`src/iorm_pkg.sv`:
```
// ----------------------------------------------------------------------------
// iorm_pkg: shared types and constants of the orientation remap unit
// Holds the mode codes, the register indexes and the fixed field widths.
// ----------------------------------------------------------------------------
package iorm_pkg;

  // Fixed widths of the port fields.
  localparam int PIX_W   = 32;
  localparam int IDX_W   = 24;
  localparam int CFG_W   = 13;
  localparam int CIDX_W  = 2;

  // Depth of the word queue between the front and the back.
  localparam int Q_DEPTH = 4;
  localparam int Q_PTR_W = 2;
  localparam int Q_CNT_W = 3;

  typedef enum logic [2:0] {
    MODE_NONE       = 3'd0,
    MODE_FLIP_H     = 3'd1,
    MODE_FLIP_V     = 3'd2,
    MODE_ROT180     = 3'd3,
    MODE_TRANSPOSE  = 3'd4,
    MODE_TRANSVERSE = 3'd5,
    MODE_ROT_CW     = 3'd6,
    MODE_ROT_CCW    = 3'd7
  } mode_t;

  typedef enum logic [CIDX_W-1:0] {
    REG_MODE   = 2'd0,
    REG_WIDTH  = 2'd1,
    REG_HEIGHT = 2'd2,
    REG_UNUSED = 2'd3
  } reg_index_t;

  localparam logic [CFG_W-1:0] DIM_RESET = 13'd64;

endpackage

```
`src/iorm_front.sv`:
```
// ----------------------------------------------------------------------------
// iorm_front: configuration, position tracking and term selection
// Counts row and column of each accepted pixel and picks the row term,
// column term and stride that the back end combines into the index.
// ----------------------------------------------------------------------------
module iorm_front #(
  parameter int MAX_DIM = 4096,
  parameter int PB      = 32,
  parameter int DW      = 13,
  parameter int CW      = 12
) (
  input  logic                         clk,
  input  logic                         rst,
  input  logic                         cfg_valid,
  input  logic [iorm_pkg::CIDX_W-1:0]  cfg_index,
  input  logic [iorm_pkg::CFG_W-1:0]   cfg_data,
  input  logic                         accept,
  input  logic [PB-1:0]                pixel,
  output logic [PB-1:0]                ent_pix,
  output logic [iorm_pkg::IDX_W-1:0]   ent_a,
  output logic [iorm_pkg::IDX_W-1:0]   ent_b,
  output logic [DW-1:0]                ent_stride,
  output logic                         ent_last
);
  import iorm_pkg::*;

  mode_t             mode;
  logic [CFG_W-1:0]  src_width;
  logic [CFG_W-1:0]  src_height;
  logic [CW-1:0]     column_count;
  logic [CW-1:0]     row_count;
  logic [DW-1:0]     w;
  logic [DW-1:0]     h;
  logic              col_end;
  logic              row_end;
  logic [IDX_W-1:0]  r24;
  logic [IDX_W-1:0]  c24;
  logic [IDX_W-1:0]  rc24;
  logic [IDX_W-1:0]  cc24;

  always_ff @(posedge clk) begin
    if (rst) begin
      mode       <= MODE_NONE;
      src_width  <= DIM_RESET;
      src_height <= DIM_RESET;
    end else if (cfg_valid) begin
      unique case (reg_index_t'(cfg_index))
        REG_MODE:   mode       <= mode_t'(cfg_data[2:0]);
        REG_WIDTH:  src_width  <= cfg_data;
        REG_HEIGHT: src_height <= cfg_data;
        REG_UNUSED: ;
      endcase
    end
  end

  // Out-of-range dimensions are pinned to 1 and MAX_DIM.
  always_comb begin
    if (src_width == '0) begin
      w = DW'(1);
    end else if (32'(src_width) > 32'(MAX_DIM)) begin
      w = DW'(MAX_DIM);
    end else begin
      w = DW'(src_width);
    end
    if (src_height == '0) begin
      h = DW'(1);
    end else if (32'(src_height) > 32'(MAX_DIM)) begin
      h = DW'(MAX_DIM);
    end else begin
      h = DW'(src_height);
    end
  end

  // A counter left past its end by a dimension change still counts as at the end.
  assign col_end = DW'(column_count) >= (w - DW'(1));
  assign row_end = DW'(row_count) >= (h - DW'(1));

  always_ff @(posedge clk) begin
    if (rst) begin
      column_count <= '0;
      row_count    <= '0;
    end else if (accept) begin
      if (col_end) begin
        column_count <= '0;
        row_count    <= row_end ? '0 : row_count + CW'(1);
      end else begin
        column_count <= column_count + CW'(1);
      end
    end
  end

  // Mirrored positions wrap modulo the index width when a counter overshoots.
  assign r24  = IDX_W'(row_count);
  assign c24  = IDX_W'(column_count);
  assign rc24 = IDX_W'(h) - IDX_W'(1) - r24;
  assign cc24 = IDX_W'(w) - IDX_W'(1) - c24;

  always_comb begin
    unique case (mode)
      MODE_NONE:       begin ent_a = r24;  ent_b = c24;  ent_stride = w; end
      MODE_FLIP_H:     begin ent_a = r24;  ent_b = cc24; ent_stride = w; end
      MODE_FLIP_V:     begin ent_a = rc24; ent_b = c24;  ent_stride = w; end
      MODE_ROT180:     begin ent_a = rc24; ent_b = cc24; ent_stride = w; end
      MODE_TRANSPOSE:  begin ent_a = c24;  ent_b = r24;  ent_stride = h; end
      MODE_TRANSVERSE: begin ent_a = cc24; ent_b = rc24; ent_stride = h; end
      MODE_ROT_CW:     begin ent_a = c24;  ent_b = rc24; ent_stride = h; end
      MODE_ROT_CCW:    begin ent_a = cc24; ent_b = r24;  ent_stride = h; end
    endcase
  end

  assign ent_pix  = pixel;
  assign ent_last = col_end && row_end;

`ifndef SYNTH
  a_frame_wrap: assert property (@(posedge clk) disable iff (rst)
    (accept && ent_last) |=> (column_count == '0 && row_count == '0))
    else $error("position counters did not wrap after the last pixel");
`endif

endmodule

```
`src/iorm_queue.sv`:
```
// ----------------------------------------------------------------------------
// iorm_queue: short word queue between the front and the back
// Lets the input side keep accepting while the output side is stalled.
// ----------------------------------------------------------------------------
module iorm_queue #(
  parameter int WIDTH = 128
) (
  input  logic             clk,
  input  logic             rst,
  input  logic             push,
  input  logic [WIDTH-1:0] push_data,
  output logic             push_ready,
  input  logic             pop,
  output logic             pop_valid,
  output logic [WIDTH-1:0] pop_data
);
  import iorm_pkg::*;

  logic [WIDTH-1:0]   mem [Q_DEPTH];
  logic [Q_PTR_W-1:0] wr_ptr;
  logic [Q_PTR_W-1:0] rd_ptr;
  logic [Q_CNT_W-1:0] count;

  assign push_ready = count != Q_CNT_W'(Q_DEPTH);
  assign pop_valid  = count != '0;
  assign pop_data   = mem[rd_ptr];

  always_ff @(posedge clk) begin
    if (push) begin
      mem[wr_ptr] <= push_data;
    end
  end

  always_ff @(posedge clk) begin
    if (rst) begin
      wr_ptr <= '0;
      rd_ptr <= '0;
      count  <= '0;
    end else begin
      if (push) begin
        wr_ptr <= wr_ptr + Q_PTR_W'(1);
      end
      if (pop) begin
        rd_ptr <= rd_ptr + Q_PTR_W'(1);
      end
      if (push && !pop) begin
        count <= count + Q_CNT_W'(1);
      end else if (pop && !push) begin
        count <= count - Q_CNT_W'(1);
      end
    end
  end

`ifndef SYNTH
  a_count_bound: assert property (@(posedge clk) disable iff (rst)
    count <= Q_CNT_W'(Q_DEPTH))
    else $error("queue holds more words than its depth");
  a_no_underflow: assert property (@(posedge clk) disable iff (rst)
    pop |-> count != '0)
    else $error("queue popped while empty");
  a_push_counts: assert property (@(posedge clk) disable iff (rst)
    (push && !pop) |=> count == $past(count) + Q_CNT_W'(1))
    else $error("queue fill level missed a push");
`endif

endmodule

```
`src/iorm_back.sv`:
```
// ----------------------------------------------------------------------------
// iorm_back: index arithmetic and result register
// Multiplies the row term by the stride, then adds the column term into the
// output register. Both stages stall independently of the queue's input side.
// ----------------------------------------------------------------------------
module iorm_back #(
  parameter int PB = 32,
  parameter int DW = 13
) (
  input  logic                        clk,
  input  logic                        rst,
  input  logic                        q_valid,
  output logic                        q_pop,
  input  logic [PB-1:0]               q_pix,
  input  logic [iorm_pkg::IDX_W-1:0]  q_a,
  input  logic [iorm_pkg::IDX_W-1:0]  q_b,
  input  logic [DW-1:0]               q_stride,
  input  logic                        q_last,
  output logic                        result_valid,
  input  logic                        result_ready,
  output logic [iorm_pkg::PIX_W-1:0]  pixel_out,
  output logic [iorm_pkg::IDX_W-1:0]  dest_index,
  output logic                        frame_last
);
  import iorm_pkg::*;

  logic             s1_valid;
  logic [IDX_W-1:0] s1_prod;
  logic [IDX_W-1:0] s1_b;
  logic [PB-1:0]    s1_pix;
  logic             s1_last;
  logic [PB-1:0]    out_pix;
  logic [IDX_W-1:0] prod;
  logic             adv1;
  logic             adv2;

  assign adv2  = !result_valid || result_ready;
  assign adv1  = !s1_valid || adv2;
  assign q_pop = q_valid && adv1;
  assign prod  = IDX_W'(q_a * IDX_W'(q_stride));

  always_ff @(posedge clk) begin
    if (rst) begin
      s1_valid     <= 1'b0;
      result_valid <= 1'b0;
    end else begin
      if (adv1) begin
        s1_valid <= q_valid;
      end
      if (adv2) begin
        result_valid <= s1_valid;
      end
    end
  end

  always_ff @(posedge clk) begin
    if (q_pop) begin
      s1_prod <= prod;
      s1_b    <= q_b;
      s1_pix  <= q_pix;
      s1_last <= q_last;
    end
    if (s1_valid && adv2) begin
      dest_index <= s1_prod + s1_b;
      out_pix    <= s1_pix;
      frame_last <= s1_last;
    end
  end

  assign pixel_out = PIX_W'(out_pix);

endmodule

```
`src/image_orientation_remap_unit.sv`:
```
// ----------------------------------------------------------------------------
// image_orientation_remap_unit: flip, rotate and transpose address remap
// Source pixels enter in raster order on the pixel channel (pixel_valid /
// pixel_ready). Each leaves on the result channel with its destination index
// and a flag on the last pixel of the frame. Mode, width and height are set
// through the cfg channel (index 0 mode, 1 width, 2 height); the user must
// set them only while idle, as the block does not enforce it. cfg_ready is
// always high. One pixel is taken per clock while the queue has room. An
// accepted word passes through the queue, the multiply stage and the result
// register before it is shown on the result channel. A four-word queue sits
// between the position tracker and the arithmetic, so the input side keeps
// taking words while results wait; pixel_ready drops only when that queue is
// full. Reset clears the position counters and the queue, and sets mode to
// none and both dimensions to 64. A stalled receiver holds the result steady.
// ----------------------------------------------------------------------------
module image_orientation_remap_unit #(
  parameter int MAX_DIM    = 4096,
  parameter int PIXEL_BITS = 32
) (
  input  logic                        clk,
  input  logic                        rst,
  input  logic                        cfg_valid,
  output logic                        cfg_ready,
  input  logic [iorm_pkg::CIDX_W-1:0] cfg_index,
  input  logic [iorm_pkg::CFG_W-1:0]  cfg_data,
  input  logic                        pixel_valid,
  output logic                        pixel_ready,
  input  logic [iorm_pkg::PIX_W-1:0]  pixel,
  output logic                        result_valid,
  input  logic                        result_ready,
  output logic [iorm_pkg::PIX_W-1:0]  pixel_out,
  output logic [iorm_pkg::IDX_W-1:0]  dest_index,
  output logic                        frame_last
);
  import iorm_pkg::*;

  localparam int PB    = (PIXEL_BITS < PIX_W) ? PIXEL_BITS : PIX_W;
  localparam int DW    = $clog2(MAX_DIM + 1);
  localparam int CW    = $clog2(MAX_DIM);
  localparam int ENT_W = PB + 2 * IDX_W + DW + 1;

  logic             accept;
  logic [PB-1:0]    ent_pix;
  logic [IDX_W-1:0] ent_a;
  logic [IDX_W-1:0] ent_b;
  logic [DW-1:0]    ent_stride;
  logic             ent_last;
  logic [ENT_W-1:0] push_data;
  logic [ENT_W-1:0] pop_data;
  logic             q_valid;
  logic             q_pop;

  assign cfg_ready = 1'b1;
  assign accept    = pixel_valid && pixel_ready;

  iorm_front #(
    .MAX_DIM (MAX_DIM),
    .PB      (PB),
    .DW      (DW),
    .CW      (CW)
  ) u_front (
    .clk        (clk),
    .rst        (rst),
    .cfg_valid  (cfg_valid),
    .cfg_index  (cfg_index),
    .cfg_data   (cfg_data),
    .accept     (accept),
    .pixel      (pixel[PB-1:0]),
    .ent_pix    (ent_pix),
    .ent_a      (ent_a),
    .ent_b      (ent_b),
    .ent_stride (ent_stride),
    .ent_last   (ent_last)
  );

  assign push_data = {ent_last, ent_stride, ent_b, ent_a, ent_pix};

  iorm_queue #(
    .WIDTH (ENT_W)
  ) u_queue (
    .clk        (clk),
    .rst        (rst),
    .push       (accept),
    .push_data  (push_data),
    .push_ready (pixel_ready),
    .pop        (q_pop),
    .pop_valid  (q_valid),
    .pop_data   (pop_data)
  );

  iorm_back #(
    .PB (PB),
    .DW (DW)
  ) u_back (
    .clk          (clk),
    .rst          (rst),
    .q_valid      (q_valid),
    .q_pop        (q_pop),
    .q_pix        (pop_data[PB-1:0]),
    .q_a          (pop_data[PB +: IDX_W]),
    .q_b          (pop_data[PB + IDX_W +: IDX_W]),
    .q_stride     (pop_data[PB + 2 * IDX_W +: DW]),
    .q_last       (pop_data[ENT_W-1]),
    .result_valid (result_valid),
    .result_ready (result_ready),
    .pixel_out    (pixel_out),
    .dest_index   (dest_index),
    .frame_last   (frame_last)
  );

endmodule

```
`config.mk`:
```
export PLATFORM = sky130hd
export DESIGN_NAME = image_orientation_remap_unit
export DESIGN_NICKNAME = d
export VERILOG_FILES = /design/src/iorm_pkg.sv /design/src/iorm_front.sv /design/src/iorm_queue.sv /design/src/iorm_back.sv /design/src/image_orientation_remap_unit.sv
export SDC_FILE = /design/constraint.sdc
export NUM_CORES = 1
export LEC_CHECK = 0
export BUFFER_PORTS_ARGS = -buffer_cell sky130_fd_sc_hd__buf_4
export CAP_MARGIN = 10
export CORE_MARGIN = 1
export CORE_UTILIZATION = 50
export DETAILED_ROUTE_END_ITERATION = 16
export PLACE_DENSITY = 0.65
export SETUP_SLACK_MARGIN = 0.1
export SLEW_MARGIN = 20
export SYNTH_ARGS = -nofsm -noshare
export SYNTH_HDL_FRONTEND = slang
export SYNTH_SLANG_ARGS = --single-unit
```
`constraint.sdc`:
```
create_clock -name clk -period 9.8 [get_ports clk]
set_clock_uncertainty 0.2 [all_clocks]
set_input_delay 2.94 -clock clk [delete_from_list [all_inputs] [get_ports clk]]
set_output_delay 2.94 -clock clk [all_outputs]
set_load 0.01 [all_outputs]
```
==> results_dict.tcl <==
set metrics [dict create \
    setup_tns_ns 0 \
    period_share 0.758 \
    cp_top_family "adder cells" \
    hold_class "flop to flop" \
    synthToLayoutAreaGrowth_pct 11.9 \
    worst_slew_pin_slew_ns 0.952 \
    wl_um 68600 \
    cp_num_buf_inv 5 \
    rows 91 \
    dr.pass1.iters 5 \
    synth.cell_area_um2 31400 \
    highest_layer "met4" \
    ys_types 69 \
    dr_total_vias 18716 \
    grt_pass1_vias 18942 \
    yosysWarnings 0 \
    layout-drive-gt1-share 0.133 \
    die_x_um 253 \
    numCtsBuffers 60 \
    synth-seq-area-share 0.532 \
    dr_wl_met2_um 33700 \
    cts_setup_buffers 0 \
    grt_pass1_wl_um 106000 \
    io_buffers 110 \
    ys.flop_type "edfxtp_1" \
    cts_hold_buf 0 \
    avgViaCountPerCell 5.41 \
    rsz0062_at_grt "no" \
    worst-path-max-fanout 82 \
    startpoint_type "flop" \
    dieArea_um2 63900 \
    htreeDepth 2 \
    worstSetupPathType "flop to flop" \
    cp_data_arrival_time_ns 7.58 \
    cts_resized 0 \
    clkLatencyLatePin_ns 0.64 \
    clockBufferDepth 3 \
    status "completed" \
    fp.dieH_um 253 \
    synth_top_area_cell "edfxtp_1" \
    critPathCaptureType "flop" \
    max_stage_delay_ns 0.77 \
    antenna_found_initial 2 \
    timing.final.max_slew_violations 0 \
    crit_chain "buf_12 > nand2_1 > o21ai_1 > nor2_1 > fa_1 > inv_1 > fa_1 > inv_1 > fa_1 > fa_1 > inv_1 > fa_1 > inv_1 > ha_1 > o21ai_0 > nor2_1 > a41oi_1 > a211o_1 > o2111ai_1 > nand2b_1 > a21boi_0 > o22ai_1 > xnor2_1" \
    finalSetupViolations 0 \
    initial_core_util 0.508 \
    synth_nets 2812 \
    cts-root-buf "clkbuf_16" \
    fmaxAchievable_ghz 0.135 \
    cts_tree "built" \
    synth_area_leaders "edfxtp_1 (49%), fa_1 (11%), mux4_2 (5.7%)" \
    cts.sinks 578 \
    synth-edff-count 514 \
    avgRoutedWirePerCell_um 19.8 \
    ant_nets 0 \
    wl_met3_um 2890 \
    antennaDiodeCount 0 \
    synth-seq-cells 578 \
    core-area_um2 61900 \
    grtUsageTotal 0.218 \
    met1Wirelength_um 30500 \
    period_minus_slack_ns 7.43 \
    synth_area_per_cell_um2 12.8 \
    place.gp.congestion 0.865 \
    slew_headroom 0.365 \
    io_pins 112 \
    drtIter0Drc 1064 \
    nets 2920 \
    overflow 0 \
    drc 0 \
    async_flop_share 0 \
    slowest_stage "dfxtp_4" \
    yosysTopAreaCellShare 0.491 \
    grt_start_max_net_pins 83 \
    drv_cap 0 \
    path_clk_slew_ns 0.06 \
    hpwlAfterDp_um 49700 \
    hold_viol_final 0 \
    crit_top_cell "fa_1" \
    syn_inst 2462 \
    critPathRequiredTime_ns 9.95 \
]
==> sequential cells by signal, summed over array words and instances, names as in the netlist, 2 cells and up, named ones only <==
| signal | flops |
|---|---|
| u_queue.wr_ptr | 2 |
| u_front.column_count | 12 |
| u_back.dest_index | 24 |
| u_front.mode | 3 |
| u_queue.rd_ptr | 2 |
| u_queue.mem | 376 |
| u_back.pixel_out | 32 |
| u_back.s1_pix | 32 |
| u_back.s1_b | 24 |
| u_front.src_width | 13 |
| u_front.row_count | 12 |
| u_queue.count | 3 |
| u_front.src_height | 13 |
| u_back.s1_prod | 24 |
==> Yosys cell counts (3+ instances only) <==
| cell | number |
|---|---|
| mux4_2 | 79 |
| nand3b_1 | 4 |
| a21o_1 | 20 |
| o21a_1 | 29 |
| a31oi_1 | 10 |
| buf_2 | 19 |
| nand4_1 | 12 |
| o211ai_1 | 7 |
| a21boi_0 | 5 |
| nand2b_1 | 13 |
| clkbuf_1 | 53 |
| nand3_1 | 31 |
| inv_1 | 299 |
| xnor2_1 | 95 |
| ha_1 | 125 |
| o22ai_1 | 8 |
| and3_1 | 11 |
| o21ai_1 | 8 |
| or3_1 | 9 |
| nor2b_1 | 25 |
| o2111ai_1 | 3 |
| nor3_1 | 26 |
| a21oi_1 | 95 |
| a211oi_1 | 10 |
| nor2_1 | 160 |
| a211o_1 | 4 |
| buf_6 | 3 |
| fa_1 | 173 |
| nand2_1 | 267 |
| buf_1 | 8 |
| o21bai_1 | 7 |
| o31ai_1 | 8 |
| o21ai_0 | 79 |
| mux2_2 | 18 |
| nor4_1 | 6 |
| edfxtp_1 | 514 |
| and2_1 | 52 |
| a31o_2 | 3 |
| mux2i_1 | 34 |
| xor2_1 | 20 |
| or2_2 | 7 |
| nor3b_1 | 4 |
| dfxtp_1 | 64 |
==> metal layers <==
layer  track usage  vias up
met3        0.0283       93
met2         0.364      403
met5             0        -
met4        0.0580        0
met1         0.301     9446
li1              -     8774
==> cells in the final DEF, fill, tap and decap left out, types with 8 or more instances in the layout <==
cell / synthesis / final
buf_4: 2 / 130
clkbuf_1: 53 / 10
nor2b_1: 25 / 24
nor2_1: 160 / 160
or3_1: 9 / 9
a31oi_1: 10 / 10
o21a_1: 29 / 29
o21ai_0: 79 / 78
edfxtp_1: 514 / 514
fa_1: 173 / 173
clkinvlp_4: 0 / 9
o31ai_1: 8 / 8
inv_1: 299 / 299
o22ai_1: 8 / 8
xor2_1: 20 / 20
mux2i_1: 34 / 34
nor3_1: 26 / 26
a21o_1: 20 / 20
nand3_1: 31 / 31
ha_1: 125 / 125
clkinv_2: 0 / 11
bufinv_16: 0 / 8
clkbuf_16: 0 / 60
a21oi_1: 95 / 94
a211oi_1: 10 / 10
clkinv_1: 0 / 11
nand2_1: 267 / 267
xnor2_1: 95 / 95
mux4_2: 79 / 79
dfxtp_1: 64 / 61
mux2_2: 18 / 18
o21ai_1: 8 / 9
nand2b_1: 13 / 13
nand4_1: 12 / 12
and2_1: 52 / 52
==> worst paths after layout <==
kind | start | end | slack (ns) | depth (start not counted)
worst min-delay path | u_back.s1_pix[27] | u_back.pixel_out[27] | 0.21 | 0
worst max-delay path | flop | u_back.s1_prod[23] | 2.37 | 23
worst max register to register | flop | u_back.s1_prod[23] | 2.37 | 23
worst min register to register | u_back.s1_pix[27] | u_back.pixel_out[27] | 0.21 | 0
==> kinds of logic after synthesis <==
kind of cell / synth area share
AND/OR/NAND/NOR: 0.0919
AO/OA/AOI/OAI: 0.0629
multiplexers: 0.0739
adder cells (fa/ha/maj): 0.160
XOR/XNOR: 0.0320
buffers and inverters: 0.0476
other: 0.000119
flip-flops: 0.532
==> final cells by class <==
type                       count  area, µm²
clock inverter                44        498
multi-input combinational   1500      13300
fill                        5052      26700
timing repair buffer         131        996
inverter                     299       1120
clock buffer                  70       1540
tap                          837       1050
sequential                   578      16700
==> through the flow <==
stage | utilization | hold slack, ns | cells | worst slack (ns) | instance area [µm²]
4_1_cts | 0.568 | 0.188 | 3459 | 2.24 | 35200
3_5_place_dp | 0.535 | 0.206 | 3345 | 2.26 | 33200
3_3_place_gp | 0.535 | 0.200 | 3345 | 2.40 | 33200
2_1_floorplan | - | 0.200 | 2462 | 1.17 | 31400
5_1_grt | 0.568 | 0.216 | 3459 | 1.84 | 35200
6_report | 0.568 | 0.207 | 3459 | 2.37 | 35200
Power is not shown: default switching activity piles up to over one toggle a cycle in this logic, so the estimate is an artifact.
